<file path="src/dop_pkg.sv">
`timescale 1ns / 1ps
// ----------------------------------------------------------------------------
// dop_pkg: shared types and constants of the dhcp options parser
// option codes, magic cookie bytes, parse phases and the message summary
// ----------------------------------------------------------------------------
package dop_pkg;

	// number of dns addresses kept per message
	localparam int MAX_DNS = 4;
	localparam int IDX_W   = (MAX_DNS > 1) ? $clog2(MAX_DNS) : 1;
	localparam int CNT_W   = ($clog2(MAX_DNS + 1) > 3) ? $clog2(MAX_DNS + 1) : 3;
	localparam logic [7:0] DNS_MAX8 = 8'(MAX_DNS);

	// magic cookie
	localparam logic [7:0] COOKIE_0 = 8'd99;
	localparam logic [7:0] COOKIE_1 = 8'd130;
	localparam logic [7:0] COOKIE_2 = 8'd83;
	localparam logic [7:0] COOKIE_3 = 8'd99;

	// option codes
	localparam logic [7:0] OPT_PAD      = 8'd0;
	localparam logic [7:0] OPT_MASK     = 8'd1;
	localparam logic [7:0] OPT_ROUTER   = 8'd3;
	localparam logic [7:0] OPT_DNS      = 8'd6;
	localparam logic [7:0] OPT_LEASE    = 8'd51;
	localparam logic [7:0] OPT_MSG_TYPE = 8'd53;
	localparam logic [7:0] OPT_SERVER   = 8'd54;
	localparam logic [7:0] OPT_END      = 8'd255;

	// option lengths that are accepted
	localparam logic [7:0] OPT_ADDR_LEN = 8'd4;
	localparam logic [7:0] OPT_TYPE_LEN = 8'd1;

	// result item kinds
	localparam logic KIND_SUMMARY = 1'b0;
	localparam logic KIND_DNS     = 1'b1;

	typedef enum logic [1:0] {
		PH_COOKIE,
		PH_CODE,
		PH_LEN,
		PH_VALUE
	} dop_phase_t;

	typedef struct packed {
		logic                         cookie_ok;
		logic [7:0]                   message_type;
		logic [31:0]                  server_ident;
		logic [31:0]                  subnet_mask;
		logic [31:0]                  gateway;
		logic [31:0]                  lease_seconds;
		logic [CNT_W-1:0]             dns_count;
		logic                         dns_overflow;
		logic [MAX_DNS-1:0][31:0]     dns_list;
	} dop_summary_t;

	function automatic logic [7:0] cookie_byte(input logic [1:0] pos);
		logic [7:0] b;
		case (pos)
			2'd0: b = COOKIE_0;
			2'd1: b = COOKIE_1;
			2'd2: b = COOKIE_2;
			default: b = COOKIE_3;
		endcase
		return b;
	endfunction

endpackage

</file>
<file path="src/dop_byte_if.sv">
`timescale 1ns / 1ps
// ----------------------------------------------------------------------------
// dop_byte_if: option byte channel
// valid/ready handshake carrying one byte of the options area per item
// ----------------------------------------------------------------------------
interface dop_byte_if;
	logic       valid;
	logic       ready;
	logic [7:0] opt_byte;
	logic       last_byte;

	modport source (output valid, output opt_byte, output last_byte, input ready);
	modport sink   (input valid, input opt_byte, input last_byte, output ready);
endinterface

</file>
<file path="src/dop_result_if.sv">
`timescale 1ns / 1ps
// ----------------------------------------------------------------------------
// dop_result_if: parse result channel
// valid/ready handshake carrying one summary or dns address item
// ----------------------------------------------------------------------------
interface dop_result_if;
	logic        valid;
	logic        ready;
	logic        item_kind;
	logic        cookie_ok;
	logic [7:0]  message_type;
	logic [31:0] server_ident;
	logic [31:0] subnet_mask;
	logic [31:0] gateway;
	logic [31:0] lease_seconds;
	logic [2:0]  dns_kept;
	logic        dns_dropped;
	logic [31:0] dns_address;
	logic        final_item;

	modport source (
		output valid, output item_kind, output cookie_ok, output message_type,
		output server_ident, output subnet_mask, output gateway, output lease_seconds,
		output dns_kept, output dns_dropped, output dns_address, output final_item,
		input ready
	);
	modport sink (
		input valid, input item_kind, input cookie_ok, input message_type,
		input server_ident, input subnet_mask, input gateway, input lease_seconds,
		input dns_kept, input dns_dropped, input dns_address, input final_item,
		output ready
	);
endinterface

</file>
<file path="src/dop_parse.sv">
`timescale 1ns / 1ps
// ----------------------------------------------------------------------------
// dop_parse: per-byte option parser
// cookie check and code/length/value walk; commits complete options
// ----------------------------------------------------------------------------
module dop_parse
	import dop_pkg::*;
(
	input  logic         clk,
	input  logic         arst_n,
	input  logic         take,
	input  logic [7:0]   opt_byte,
	input  logic         last_byte,
	output dop_summary_t summary
);

	logic [1:0]               pos_q, pos_d;
	logic                     cookie_q, cookie_d;
	dop_phase_t               phase_q, phase_d;
	logic                     stop_q, stop_d;
	logic [7:0]               code_q, code_d;
	logic [7:0]               dlen_q, dlen_d;
	logic [7:0]               left_q, left_d;
	logic [31:0]              shift_q, shift_d;
	logic [MAX_DNS-1:0][31:0] pend_q, pend_d;
	logic [MAX_DNS-1:0][31:0] comm_q, comm_d;
	logic [CNT_W-1:0]         cnt_q, cnt_d;
	logic                     ovf_q, ovf_d;
	logic [31:0]              server_q, server_d;
	logic [31:0]              mask_q, mask_d;
	logic [31:0]              router_q, router_d;
	logic [31:0]              lease_q, lease_d;
	logic [7:0]               type_q, type_d;
	logic                     tfound_q, tfound_d;

	logic [7:0] off;
	logic [7:0] dns_cnt;

	assign off     = dlen_q - left_q;
	assign dns_cnt = {2'b00, dlen_q[7:2]};

	always_comb begin
		pos_d    = pos_q;
		cookie_d = cookie_q;
		phase_d  = phase_q;
		stop_d   = stop_q;
		code_d   = code_q;
		dlen_d   = dlen_q;
		left_d   = left_q;
		shift_d  = shift_q;
		pend_d   = pend_q;
		comm_d   = comm_q;
		cnt_d    = cnt_q;
		ovf_d    = ovf_q;
		server_d = server_q;
		mask_d   = mask_q;
		router_d = router_q;
		lease_d  = lease_q;
		type_d   = type_q;
		tfound_d = tfound_q;

		if (!stop_q) begin
			case (phase_q)
				PH_COOKIE: begin
					if (opt_byte != cookie_byte(pos_q)) begin
						stop_d = 1'b1;
					end else if (pos_q == 2'd3) begin
						cookie_d = 1'b1;
						phase_d  = PH_CODE;
					end else begin
						pos_d = pos_q + 2'd1;
					end
				end
				PH_CODE: begin
					if (opt_byte == OPT_END) begin
						stop_d = 1'b1;
					end else if (opt_byte != OPT_PAD) begin
						code_d  = opt_byte;
						phase_d = PH_LEN;
					end
				end
				PH_LEN: begin
					dlen_d  = opt_byte;
					left_d  = opt_byte;
					shift_d = '0;
					phase_d = (opt_byte == 8'd0) ? PH_CODE : PH_VALUE;
				end
				PH_VALUE: begin
					if (off < OPT_ADDR_LEN || code_q == OPT_DNS) begin
						shift_d = {shift_q[23:0], opt_byte};
					end
					// a dns address completes on every fourth value byte
					if (code_q == OPT_DNS && off[1:0] == 2'd3) begin
						for (int k = 0; k < MAX_DNS; k++) begin
							if (off[7:2] == 6'(k)) begin
								pend_d[k] = shift_d;
							end
						end
					end
					left_d = left_q - 8'd1;
					if (left_d == 8'd0) begin
						phase_d = PH_CODE;
						case (code_q)
							OPT_SERVER: begin
								if (dlen_q == OPT_ADDR_LEN) server_d = shift_d;
							end
							OPT_MASK: begin
								if (dlen_q == OPT_ADDR_LEN) mask_d = shift_d;
							end
							OPT_ROUTER: begin
								if (dlen_q >= OPT_ADDR_LEN) router_d = shift_d;
							end
							OPT_LEASE: begin
								if (dlen_q == OPT_ADDR_LEN) lease_d = shift_d;
							end
							OPT_MSG_TYPE: begin
								if (dlen_q == OPT_TYPE_LEN && !tfound_q) begin
									type_d   = shift_d[7:0];
									tfound_d = 1'b1;
								end
							end
							OPT_DNS: begin
								if (dlen_q >= OPT_ADDR_LEN) begin
									comm_d = pend_d;
									cnt_d  = (dns_cnt < DNS_MAX8) ? CNT_W'(dns_cnt)
									                              : CNT_W'(MAX_DNS);
									ovf_d  = dns_cnt > DNS_MAX8;
								end
							end
							default: ;
						endcase
					end
				end
				default: ;
			endcase
		end
	end

	always_comb begin
		summary.cookie_ok     = cookie_d;
		summary.message_type  = type_d;
		summary.server_ident  = server_d;
		summary.subnet_mask   = mask_d;
		summary.gateway       = router_d;
		summary.lease_seconds = lease_d;
		summary.dns_count     = cnt_d;
		summary.dns_overflow  = ovf_d;
		summary.dns_list      = comm_d;
	end

	always_ff @(posedge clk or negedge arst_n) begin
		if (!arst_n) begin
			pos_q    <= '0;
			cookie_q <= 1'b0;
			phase_q  <= PH_COOKIE;
			stop_q   <= 1'b0;
			code_q   <= '0;
			dlen_q   <= '0;
			left_q   <= '0;
			shift_q  <= '0;
			cnt_q    <= '0;
			ovf_q    <= 1'b0;
			server_q <= '0;
			mask_q   <= '0;
			router_q <= '0;
			lease_q  <= '0;
			type_q   <= '0;
			tfound_q <= 1'b0;
		end else if (take) begin
			if (last_byte) begin
				pos_q    <= '0;
				cookie_q <= 1'b0;
				phase_q  <= PH_COOKIE;
				stop_q   <= 1'b0;
				code_q   <= '0;
				dlen_q   <= '0;
				left_q   <= '0;
				shift_q  <= '0;
				cnt_q    <= '0;
				ovf_q    <= 1'b0;
				server_q <= '0;
				mask_q   <= '0;
				router_q <= '0;
				lease_q  <= '0;
				type_q   <= '0;
				tfound_q <= 1'b0;
			end else begin
				pos_q    <= pos_d;
				cookie_q <= cookie_d;
				phase_q  <= phase_d;
				stop_q   <= stop_d;
				code_q   <= code_d;
				dlen_q   <= dlen_d;
				left_q   <= left_d;
				shift_q  <= shift_d;
				cnt_q    <= cnt_d;
				ovf_q    <= ovf_d;
				server_q <= server_d;
				mask_q   <= mask_d;
				router_q <= router_d;
				lease_q  <= lease_d;
				type_q   <= type_d;
				tfound_q <= tfound_d;
			end
		end
	end

	// address lists hold data only, read back under the count
	always_ff @(posedge clk) begin
		if (take && !last_byte) begin
			pend_q <= pend_d;
			comm_q <= comm_d;
		end
	end

endmodule

</file>
<file path="src/dop_emit.sv">
`timescale 1ns / 1ps
// ----------------------------------------------------------------------------
// dop_emit: result sequencer
// holds a message summary and sends the summary item then one per address
// ----------------------------------------------------------------------------
module dop_emit
	import dop_pkg::*;
(
	input  logic                clk,
	input  logic                arst_n,
	input  logic                load,
	input  dop_summary_t        summary,
	output logic                free,
	dop_result_if.source        result_ch
);

	dop_summary_t     snap_q;
	logic             busy_q;
	logic [CNT_W-1:0] idx_q;
	logic [CNT_W-1:0] dns_sel;
	logic             is_final;
	logic             done;

	assign dns_sel  = idx_q - CNT_W'(1);
	assign is_final = (idx_q == snap_q.dns_count);
	assign done     = busy_q && result_ch.ready && is_final;
	assign free     = !busy_q || done;

	assign result_ch.valid         = busy_q;
	assign result_ch.item_kind     = (idx_q == '0) ? KIND_SUMMARY : KIND_DNS;
	assign result_ch.cookie_ok     = snap_q.cookie_ok;
	assign result_ch.message_type  = snap_q.message_type;
	assign result_ch.server_ident  = snap_q.server_ident;
	assign result_ch.subnet_mask   = snap_q.subnet_mask;
	assign result_ch.gateway       = snap_q.gateway;
	assign result_ch.lease_seconds = snap_q.lease_seconds;
	assign result_ch.dns_kept      = snap_q.dns_count[2:0];
	assign result_ch.dns_dropped   = snap_q.dns_overflow;
	assign result_ch.dns_address   = (idx_q == '0) ? 32'd0
	                                               : snap_q.dns_list[dns_sel[IDX_W-1:0]];
	assign result_ch.final_item    = is_final;

	always_ff @(posedge clk or negedge arst_n) begin
		if (!arst_n) begin
			busy_q <= 1'b0;
			idx_q  <= '0;
		end else if (load) begin
			busy_q <= 1'b1;
			idx_q  <= '0;
		end else if (busy_q && result_ch.ready) begin
			if (is_final) begin
				busy_q <= 1'b0;
			end else begin
				idx_q <= idx_q + CNT_W'(1);
			end
		end
	end

	always_ff @(posedge clk) begin
		if (load) begin
			snap_q <= summary;
		end
	end

endmodule

</file>
<file path="src/dhcp_option_parser.sv">
`timescale 1ns / 1ps
// ----------------------------------------------------------------------------
// dhcp_option_parser: dhcp options area parser
// walks cookie and options byte by byte and reports the extracted values
// ----------------------------------------------------------------------------
// byte_ch takes the options area one byte per item, cookie first, with
// last_byte set on the final byte. result_ch gives, for each message, one
// summary item and then one item per kept dns address; final_item marks
// the last of them.
// non-final option bytes are never held back, so they stream at one item
// per cycle. the final byte loads the summary register; the summary item
// shows on result_ch the cycle after, and the address items follow at one
// per cycle while result_ch is ready, so a message gives 1 + dns_kept
// result items, all through the single result port.
// the parser is free for the next message as soon as the final byte is
// taken, but a second final byte waits until the previous message's last
// result item leaves (byte_ch.ready drops for a final byte while results
// are pending).
// when result_ch stalls, the pending item is held steady in the result
// register; non-final bytes of the next message keep flowing and only its
// final byte waits.
// reset clears the parser to expect the cookie and drops any pending items.
// ----------------------------------------------------------------------------
module dhcp_option_parser
	import dop_pkg::*;
(
	input  logic          clk,
	input  logic          arst_n,
	dop_byte_if.sink      byte_ch,
	dop_result_if.source  result_ch
);

	dop_summary_t summary;
	logic         emit_free;
	logic         take;

	// non-final bytes always go in; a final byte needs a free result register
	assign byte_ch.ready = emit_free || !byte_ch.last_byte;
	assign take          = byte_ch.valid && byte_ch.ready;

	// parse state and option commit
	dop_parse u_parse (
		.clk       (clk),
		.arst_n    (arst_n),
		.take      (take),
		.opt_byte  (byte_ch.opt_byte),
		.last_byte (byte_ch.last_byte),
		.summary   (summary)
	);

	// summary capture on the final byte and item sequencing
	dop_emit u_emit (
		.clk       (clk),
		.arst_n    (arst_n),
		.load      (take && byte_ch.last_byte),
		.summary   (summary),
		.free      (emit_free),
		.result_ch (result_ch)
	);

endmodule

</file>
<file path="src/flat_wrapper.sv">
// flat-port wrapper written by rule: the top's interface ports become plain ports
module dhcp_option_parser_flat import dop_pkg::*;
  (clk, arst_n, byte_ch_valid, byte_ch_opt_byte, byte_ch_last_byte, byte_ch_ready, result_ch_valid, result_ch_item_kind, result_ch_cookie_ok, result_ch_message_type, result_ch_server_ident, result_ch_subnet_mask, result_ch_gateway, result_ch_lease_seconds, result_ch_dns_kept, result_ch_dns_dropped, result_ch_dns_address, result_ch_final_item, result_ch_ready);
  dop_byte_if byte_ch_i ();
  dop_result_if result_ch_i ();
  input  logic clk;
  input  logic arst_n;
  input wire logic [$bits(byte_ch_i.valid)-1:0] byte_ch_valid;
  input wire logic [$bits(byte_ch_i.opt_byte)-1:0] byte_ch_opt_byte;
  input wire logic [$bits(byte_ch_i.last_byte)-1:0] byte_ch_last_byte;
  output wire logic [$bits(byte_ch_i.ready)-1:0] byte_ch_ready;
  output wire logic [$bits(result_ch_i.valid)-1:0] result_ch_valid;
  output wire logic [$bits(result_ch_i.item_kind)-1:0] result_ch_item_kind;
  output wire logic [$bits(result_ch_i.cookie_ok)-1:0] result_ch_cookie_ok;
  output wire logic [$bits(result_ch_i.message_type)-1:0] result_ch_message_type;
  output wire logic [$bits(result_ch_i.server_ident)-1:0] result_ch_server_ident;
  output wire logic [$bits(result_ch_i.subnet_mask)-1:0] result_ch_subnet_mask;
  output wire logic [$bits(result_ch_i.gateway)-1:0] result_ch_gateway;
  output wire logic [$bits(result_ch_i.lease_seconds)-1:0] result_ch_lease_seconds;
  output wire logic [$bits(result_ch_i.dns_kept)-1:0] result_ch_dns_kept;
  output wire logic [$bits(result_ch_i.dns_dropped)-1:0] result_ch_dns_dropped;
  output wire logic [$bits(result_ch_i.dns_address)-1:0] result_ch_dns_address;
  output wire logic [$bits(result_ch_i.final_item)-1:0] result_ch_final_item;
  input wire logic [$bits(result_ch_i.ready)-1:0] result_ch_ready;
  assign byte_ch_i.valid = byte_ch_valid;
  assign byte_ch_i.opt_byte = byte_ch_opt_byte;
  assign byte_ch_i.last_byte = byte_ch_last_byte;
  assign byte_ch_ready = byte_ch_i.ready;
  assign result_ch_valid = result_ch_i.valid;
  assign result_ch_item_kind = result_ch_i.item_kind;
  assign result_ch_cookie_ok = result_ch_i.cookie_ok;
  assign result_ch_message_type = result_ch_i.message_type;
  assign result_ch_server_ident = result_ch_i.server_ident;
  assign result_ch_subnet_mask = result_ch_i.subnet_mask;
  assign result_ch_gateway = result_ch_i.gateway;
  assign result_ch_lease_seconds = result_ch_i.lease_seconds;
  assign result_ch_dns_kept = result_ch_i.dns_kept;
  assign result_ch_dns_dropped = result_ch_i.dns_dropped;
  assign result_ch_dns_address = result_ch_i.dns_address;
  assign result_ch_final_item = result_ch_i.final_item;
  assign result_ch_i.ready = result_ch_ready;
  dhcp_option_parser u_core (.clk(clk), .arst_n(arst_n), .byte_ch(byte_ch_i), .result_ch(result_ch_i));
endmodule
</file>
<file path="config.mk">
export PLATFORM = sky130hd
export DESIGN_NAME = dhcp_option_parser_flat
export DESIGN_NICKNAME = d
export VERILOG_FILES = /design/src/dop_pkg.sv /design/src/dop_byte_if.sv /design/src/dop_result_if.sv /design/src/dop_parse.sv /design/src/dop_emit.sv /design/src/dhcp_option_parser.sv /design/src/flat_wrapper.sv
export SDC_FILE = /design/constraint.sdc
export NUM_CORES = 1
export LEC_CHECK = 0
export ABC_CLOCK_PERIOD_IN_PS = 7300
export CORE_UTILIZATION = 55
export DETAILED_ROUTE_END_ITERATION = 12
export DONT_BUFFER_PORTS = 1
export PLACE_DENSITY = 0.8
export SETUP_SLACK_MARGIN = 0.2
export SLEW_MARGIN = 20
export SYNTH_ARGS = -nofsm -noshare
export SYNTH_HDL_FRONTEND = slang
export SYNTH_SLANG_ARGS = --single-unit
</file>
<file path="constraint.sdc">
create_clock -name clk -period 7.3 [get_ports clk]
set_input_delay 1.095 -clock clk [delete_from_list [all_inputs] [get_ports clk]]
set_output_delay 1.095 -clock clk [all_outputs]
set_load 0.005 [all_outputs]
</file>
==> results of run 1 <==
==> synth_stat cells, types with 3 or more instances <==
| library cell | number | area, um^2 |
|---|---|---|
| edfxtp_1 | 525 | 15800 |
| nand2_1 | 366 | 1370 |
| dfrtp_1 | 207 | 5180 |
| buf_4 | 151 | 1130 |
| o21ai_0 | 150 | 751 |
| o2bb2ai_1 | 136 | 1190 |
| clkbuf_1 | 127 | 477 |
| nor2_1 | 122 | 458 |
| a31oi_1 | 102 | 638 |
| nand3_1 | 101 | 505 |
| mux2_4 | 60 | 901 |
| a22o_1 | 44 | 385 |
| mux2i_1 | 38 | 380 |
| nor2b_1 | 38 | 238 |
| mux4_2 | 32 | 721 |
| buf_2 | 28 | 140 |
| inv_1 | 27 | 101 |
| ha_1 | 19 | 238 |
| a21oi_1 | 13 | 65.1 |
| nor3_1 | 10 | 50.1 |
| o21ai_1 | 10 | 50.1 |
| nand2b_1 | 9 | 56.3 |
| buf_1 | 8 | 30.0 |
| nor4_1 | 8 | 50.1 |
| xnor2_1 | 8 | 70.1 |
| and2_1 | 7 | 43.8 |
| o41ai_1 | 6 | 52.6 |
| xor2_1 | 6 | 52.6 |
| mux2_2 | 5 | 56.3 |
| nand3b_1 | 5 | 37.5 |
| o22ai_1 | 5 | 31.3 |
| or3_1 | 5 | 31.3 |
| a21o_1 | 4 | 30.0 |
| buf_6 | 4 | 45.0 |
| o31ai_1 | 4 | 30.0 |
| or4_1 | 4 | 30.0 |
| nand4_1 | 3 | 18.8 |
| o311ai_0 | 3 | 26.3 |
==> layout by cell type, fill, tap and decap left out, drive strengths merged, types with 65 or more instances in the layout <==
| cell | synthesis | final |
|---|---|---|
| edfxtp | 525 | 525 |
| dfrtp | 207 | 207 |
| nor2 | 122 | 122 |
| o2bb2ai | 136 | 136 |
| clkbuf | 127 | 104 |
| mux2 | 65 | 65 |
| o21ai | 160 | 160 |
| nand2 | 366 | 366 |
| nand3 | 101 | 101 |
| a31oi | 102 | 102 |
==> layout make-up <==
| cell class | instances | area, um^2 | share of cell area [%] |
|---|---|---|---|
| clock buffers | 104 | 2090 | 6.21 |
| clock inverters | 26 | 278 | 0.827 |
| inverters | 28 | 114 | 0.339 |
| multi-input cells | 1356 | 8930 | 26.6 |
| flip-flops and latches | 732 | 20900 | 62.4 |
| well taps | 756 | 946 | 2.82 |
| repair buffers | 33 | 273 | 0.812 |
==> routing by layer <==
| metal | GRT usage, % | up-vias | part of all wire [%] |
|---|---|---|---|
| li1 | - | 8410 | - |
| met2 | 41.2 | 1075 | 48 |
| met3 | 5.41 | 225 | 8.6 |
| met1 | 34.2 | 9947 | 38 |
| met4 | 12.0 | 0 | 4.6 |
| met5 | 0 | - | 0 |
==> power breakdown <==
part / switching, mW / internal [mW]
Clock: 1.59 / 2.14
Sequential: 0.136 / 4.67
Combinational: 0.940 / 0.518
Total: 2.67 / 7.33
==> worst max-delay path, delay by kind of cell (launching register included) <==
kind | cells | cell delay (ns)
AO/OA/AOI/OAI | 3 | 1.44
XOR/XNOR | 1 | 0.27
adder cells (fa/ha/maj) | 2 | 0.66
buffers and inverters | 3 | 1.30
flip-flops | 1 | 0.52
AND/OR/NAND/NOR | 3 | 0.49
==> worst paths after layout <==
| path | start | to | slack, ns | cells after the start |
|---|---|---|---|---|
| setup / recovery | u_core.u_parse.left_q[0] | u_core.u_parse.comm_q[101] | 2.35 | 12 |
| hold / removal | arst_n | u_core.u_parse.lease_q[6] | 0.18 | 0 |
| setup reg to reg | u_core.u_parse.left_q[0] | u_core.u_parse.comm_q[101] | 2.35 | 12 |
| hold reg to reg | u_core.u_parse.server_q[17] | u_core.u_parse.server_q[17] | 0.49 | 1 |
| max in group asynchronous | arst_n | u_core.u_parse.lease_q[19] | 6.83 | 0 |
| min in group clk | u_core.u_parse.server_q[17] | u_core.u_parse.server_q[17] | 0.49 | 1 |
==> state kept, by name, summed over array words and instances (netlist names), 32 cells and up <==
register                               count
u_core.u_emit.result_ch.gateway           32
u_core.u_emit.result_ch.lease_seconds     32
u_core.u_emit.result_ch.server_ident      32
u_core.u_emit.result_ch.subnet_mask       32
u_core.u_emit.snap_q                     128
u_core.u_parse.comm_q                    128
u_core.u_parse.lease_q                    32
u_core.u_parse.mask_q                     32
u_core.u_parse.pend_q                    128
u_core.u_parse.router_q                   32
u_core.u_parse.server_q                   32
u_core.u_parse.shift_q                    32
==> stage by stage <==
stage / instances / hold WS [ns] / utilization, % / total power [mW] / worst slack [ns]
floorplan: 2434 / 0.455 / - / 5.93 / 1.07
global placement: 2905 / 0.470 / 55.0 / 6.30 / 2.66
detailed placement: 2905 / 0.473 / 55.0 / 6.35 / 2.54
CTS: 3035 / 0.146 / 59.2 / 10.0 / 2.46
global route: 3035 / 0.151 / 59.2 / 10.3 / 2.07
finish: 3035 / 0.183 / 59.2 / 10.0 / 2.35
==> cells by family (layout without fill, tap and decap cells) <==
family          count (synthesis)  in the layout  share of synthesized area [%]
mux                           135            135                           6.48
flops                         732            732                           66.0
compound gates                494            494                           10.7
buf+inv                       346            191                           6.08
simple gates                  693            693                           9.53
fa+ha+maj                      20             20                          0.812
xor+xnor                       14             14                          0.386
==> metrics, run 1 <==
I/O pins=between 150 and 200; worst-path cell chain=ha_1 > inv_1 > fa_1 > nand3_1 > nand2_1 > a221oi_2 > xnor2_1 > o31ai_4 > buf_4 > buf_4 > nand3_1 > a31oi_1; Synth Warn #=0; Lkg Pwr=approximately 12 nW; number of global-route vias before repair=~20,000; total number of vias=19,700; nets@finish=about 2,300; Peak Freq=about 200 MHz; Avg Vias per Cell=roughly 6.5; area delta synth->final=5.76%; Row Count=87; Worst path slowest cell=o31ai_4; clk buf depth=3; DR DRC count=0; Placement Cell Area=~31,000 um^2; final hold vios=0; critical path fanouts, max=63; CP peak stage delay=between 0.8 and 0.9 ns; syn_nets=2,467; Final period util=between 60% and 70%; Tightest Pin Transition=about 1.1 ns; DR pass1 iterations=6; n_diodes=0; clock root cell=clkbuf_16; post-synthesis sequential area ratio=between 60% and 70%; run status=completed; post-route ant nets=0; skew final=about 0.028 ns; max-cap viol count=0; Mapped Avg Cell Area=~13 um^2; PortBufs=0; Slew headroom=between 20% and 30%; total grt overflow=0; share of cells above drive strength 1=11.8%; Crit. End Element=flop; Yosys reg bits=roughly 730; post-route cell area=33,600 um^2; Synth Flop Type=edfxtp_1; Worst setup SP type=flop; largest net degree at the start of global routing=between 200 and 250; Clock Latency Late Sink=about 0.63 ns; crit path DAT=roughly 5.4 ns; core footprint=around 57,000 um^2; Post-synth EDFFs=roughly 530; Syn Inst Count=around 2,400; CTS tree=done; dpl hpwl=44,100 um; H-tree levels=3; initial antenna violation count=0; post-synth cell types=64; setup TNS=0 ns; gr usage total=approximately a quarter; Post-CTS Setup Bufs=0; hold crit path type=input port to async pin; Async S/R FF share, synth=between 20 and 30%; clock transition at the registers of the reported paths=roughly 0.060 ns; Starting DRT DRC Count=between 2,000 and 3,000; crit path time final=4.95 ns; Starting Density=a little under three fifths; Setup CP Type=flop to flop; clk sinks=~730; Wirelength per Cell=between 20 and 30 um; die area=58,700 um^2; final number of setup-violating endpoints=0; WL final=~76,000 um; Pwr Density=about 300 nW/um^2; GPL Wtd Cong=about 0.87; die width=between 200 and 250 um; # hold bufs at CTS=0; CP required=7.72 ns; fin. max-slew vios=0; number of fill cells in the layout=about 4,100; RSZ-0062 raised after global routing=no; Max rail drop VDD=approximately 0.00037 V; Num CTS Buffers=73; number of gates resized after CTS=0; Die H=approximately 240 um; Netlist Area Pre-Place=between 30,000 and 40,000 um^2; first-pass GRT wire length=approximately 120,000 um
Power figures use the tool's default switching activity.
==> run 2: changes to the inputs <==
--- a/config.mk
+++ b/config.mk
@@ -5,11 +5,11 @@
 export SDC_FILE = /design/constraint.sdc
 export NUM_CORES = 1
 export LEC_CHECK = 0
-export ABC_CLOCK_PERIOD_IN_PS = 7300
+export ABC_CLOCK_PERIOD_IN_PS = 5030
 export CORE_UTILIZATION = 55
 export DETAILED_ROUTE_END_ITERATION = 12
 export DONT_BUFFER_PORTS = 1
-export PLACE_DENSITY = 0.8
+export PLACE_DENSITY = 0.77
 export SETUP_SLACK_MARGIN = 0.2
 export SLEW_MARGIN = 20
 export SYNTH_ARGS = -nofsm -noshare
==> constraint.sdc (replaced) <==
create_clock -name clk -period 5.03 [get_ports clk]
set_input_delay 0.7545 -clock clk [delete_from_list [all_inputs] [get_ports clk]]
set_output_delay 0.7545 -clock clk [all_outputs]
set_load 0.005 [all_outputs]
==> run 2 against run 1 <==
Against the previous run: the run now ends with hold timing left; sequential share of layout area decreased by 0.65 points; core utilization increased by 0.62 points; largest cell class unchanged; first-iteration DRC count decreased by 13%; sequential power increased by 45%; critical path depth decreased by 1.
==> metrics, run 2 (synthesis results as in run 1) <==
run status=finished, violations left; failing checks=hold timing; Starting DRT DRC Count=2,240 (-13%); crit path DAT=4.48 ns (-0.90 ns); gr usage total=25.7% (-0.20 points); total number of vias=19,700 (+0.10%); largest net degree at the start of global routing=208 (unchanged); number of gates resized after CTS=0 (unchanged); H-tree levels=3 (unchanged); Crit. End Element=flop; I/O pins=190 (unchanged); area delta synth->final=6.87%; Pwr Density=429 nW/um^2 (+44%); Slew headroom=23.2% (+0.79 points); max-cap viol count=0 (unchanged); Largest regs=u_core.u_emit.snap_q (128), u_core.u_parse.comm_q (128), u_core.u_parse.pend_q (128); Sw Pwr=3.91 mW (+47%); DR DRC count=0 (unchanged); final number of setup-violating endpoints=0 (unchanged); core footprint=56,700 um^2 (unchanged); final core occ=59.8% (+0.62 points); skew final=0.0155 ns (-0.0121 ns); Wirelength per Cell=24.5 um (-2.3%); crit path time final=4.16 ns (-0.799 ns); Tightest Pin Transition=1.15 ns (+0.0206 ns); Starting Density=56.0% (unchanged); path depth of the worst reg2reg path=11 (-1); number of global-route vias before repair=19,500 (-0.097%); clk buf depth=3 (unchanged); clock root cell=clkbuf_16; share of cells above drive strength 1=13.0% (+1.1 points); Max rail drop VDD=0.000333 V (-11%); switch share=26.9% (+0.24 points); critical path fanouts, max=24 (-62%); Clock Latency Late Sink=0.63 ns (about the same); first-pass GRT wire length=117,000 um (-0.28%); Die H=242 um (unchanged); Lkg Pwr=12.4 nW (+1.1%); Row Count=87 (unchanged); CTS tree=done; highest-count cells in the layout ignoring fill and taps=edfxtp_1 (525), nand2_1 (364), dfrtp_1 (206), o21ai_0 (150), o2bb2ai_1 (136); RSZ-0062 raised after global routing=no; worst setup path end=u_core.u_emit.result_ch.lease_seconds[8]; die area=58,700 um^2 (unchanged); Avg Vias per Cell=6.41 (-1.0%); GPL Wtd Cong=0.866 (-0.96%); commonest non-fill, non-tap cell in the layout=edfxtp_1; Peak Freq=241 MHz (+19%); Worst R2R Setup Slack=0.87 ns (-1.47 ns); Crit Reg-Reg Endpoint=u_core.u_emit.result_ch.lease_seconds[8]; total grt overflow=0 (unchanged); post-route ant nets=0 (unchanged); RR Startpoint=u_core.u_parse.left_q[0]; clk sinks=732 (unchanged); Post-CTS Setup Bufs=0 (unchanged); Worst setup SP type=flop; internal power=10.6 mW (+45%); nets@finish=2,285 (+1.2%); Setup CP Type=flop to flop; PortBufs=0 (unchanged); dpl hpwl=43,600 um (-1.2%); die width=242 um (unchanged); WL final=75,400 um (-1.2%); DR pass1 iterations=6 (unchanged); hold crit path type=input port to async pin; final hold vios=207 (+207); Setup crit start=u_core.u_parse.left_q[0]; Final period util=82.6% (+15 points); fin. max-slew vios=0 (unchanged); CP required=5.35 ns (-2.37 ns); Hold Slack=-0.173 ns (-0.356 ns); sequential share of power=47.9% (-0.2 points); Comb power frac=14.6% (about the same); Clock power frac=37.5% (about the same); initial antenna violation count=1 (+1); clock transition at the registers of the reported paths=0.06 ns (about the same); Num CTS Buffers=74 (+1.4%)
==> run 2: cell count changes in the layout (fill, tap and decap cells not counted), sizes merged <==
cell / delta
inv: +3
diode: +1
clkbuf: -9
clkinvlp: +4
buf: +27
clkinv: +9
==> run 2: final cells by class <==
| cell class | count | area, um^2 |
|---|---|---|
| multi-input cells | 1356 | 8950 |
| repair buffers | 60 | 563 |
| clock buffers | 95 | 2000 |
| clock inverters | 42 | 392 |
| diodes | 1 | 2.50 |
| flip-flops and latches | 732 | 20900 |
| well taps | 756 | 946 |
| inverters | 28 | 123 |
| fillers | 4080 | 22800 |
==> run 2: power groups by stage <==
stage	sequential (mW)	clock, mW	combinational (mW)
4_1_cts	6.96	5.51	2.16
3_3_place_gp	7.07	0	2.09
3_5_place_dp	7.08	0	2.14
5_1_grt	6.99	5.72	2.30
2_1_floorplan	7.03	0	1.60
6_report	6.96	5.46	2.12
==> run 2: through the flow <==
step | power [mW] | area (um^2) | std cells | setup WS [ns] | TNS (ns)
final | 14.5 | 33900 | 3070 | 0.875 | 0
after CTS | 14.6 | 33900 | 3069 | 0.924 | 0
after detailed placement | 9.22 | 31500 | 2932 | 1.02 | 0
after global placement | 9.16 | 31500 | 2932 | 1.13 | 0
after floorplan | 8.63 | 31800 | 2434 | -0.714 | -192.55
after global routing | 15.0 | 33900 | 3069 | 0.677 | 0
==> run 2: how the worst min path moves through the flow <==
stage	from	end	slack [ns]	cells after the start
floorplan	arst_n	u_core.u_emit.idx_q[0]	0.46	0
global placement	arst_n	u_core.u_parse.lease_q[7]	0.47	0
detailed placement	arst_n	u_core.u_parse.lease_q[5]	0.47	0
CTS	arst_n	u_core.u_parse.lease_q[5]	-0.20	0
global route	arst_n	u_core.u_parse.lease_q[5]	-0.20	0
finish	arst_n	u_core.u_parse.lease_q[5]	-0.17	0
==> run 2: critical path: stages, from the launching register on <==
cell      delay [ns]
dfrtp_1         0.51
ha_1            0.22
inv_1           0.05
fa_1            0.44
nand3_1         0.12
nand2_1         0.11
a221oi_2        0.25
xnor2_1         0.26
o31ai_4         0.40
buf_4           0.44
mux2i_1         0.76
o21ai_0         0.26
==> run 2: per-layer routing <==
metal / wire [um] / track usage, % / share of wire, %
met1: 30100 / 35.2 / 40
met2: 37000 / 41.4 / 49
met3: 5680 / 4.46 / 7.5
met4: 2550 / 9.14 / 3.4
met5: 9 / 0 / 0.012
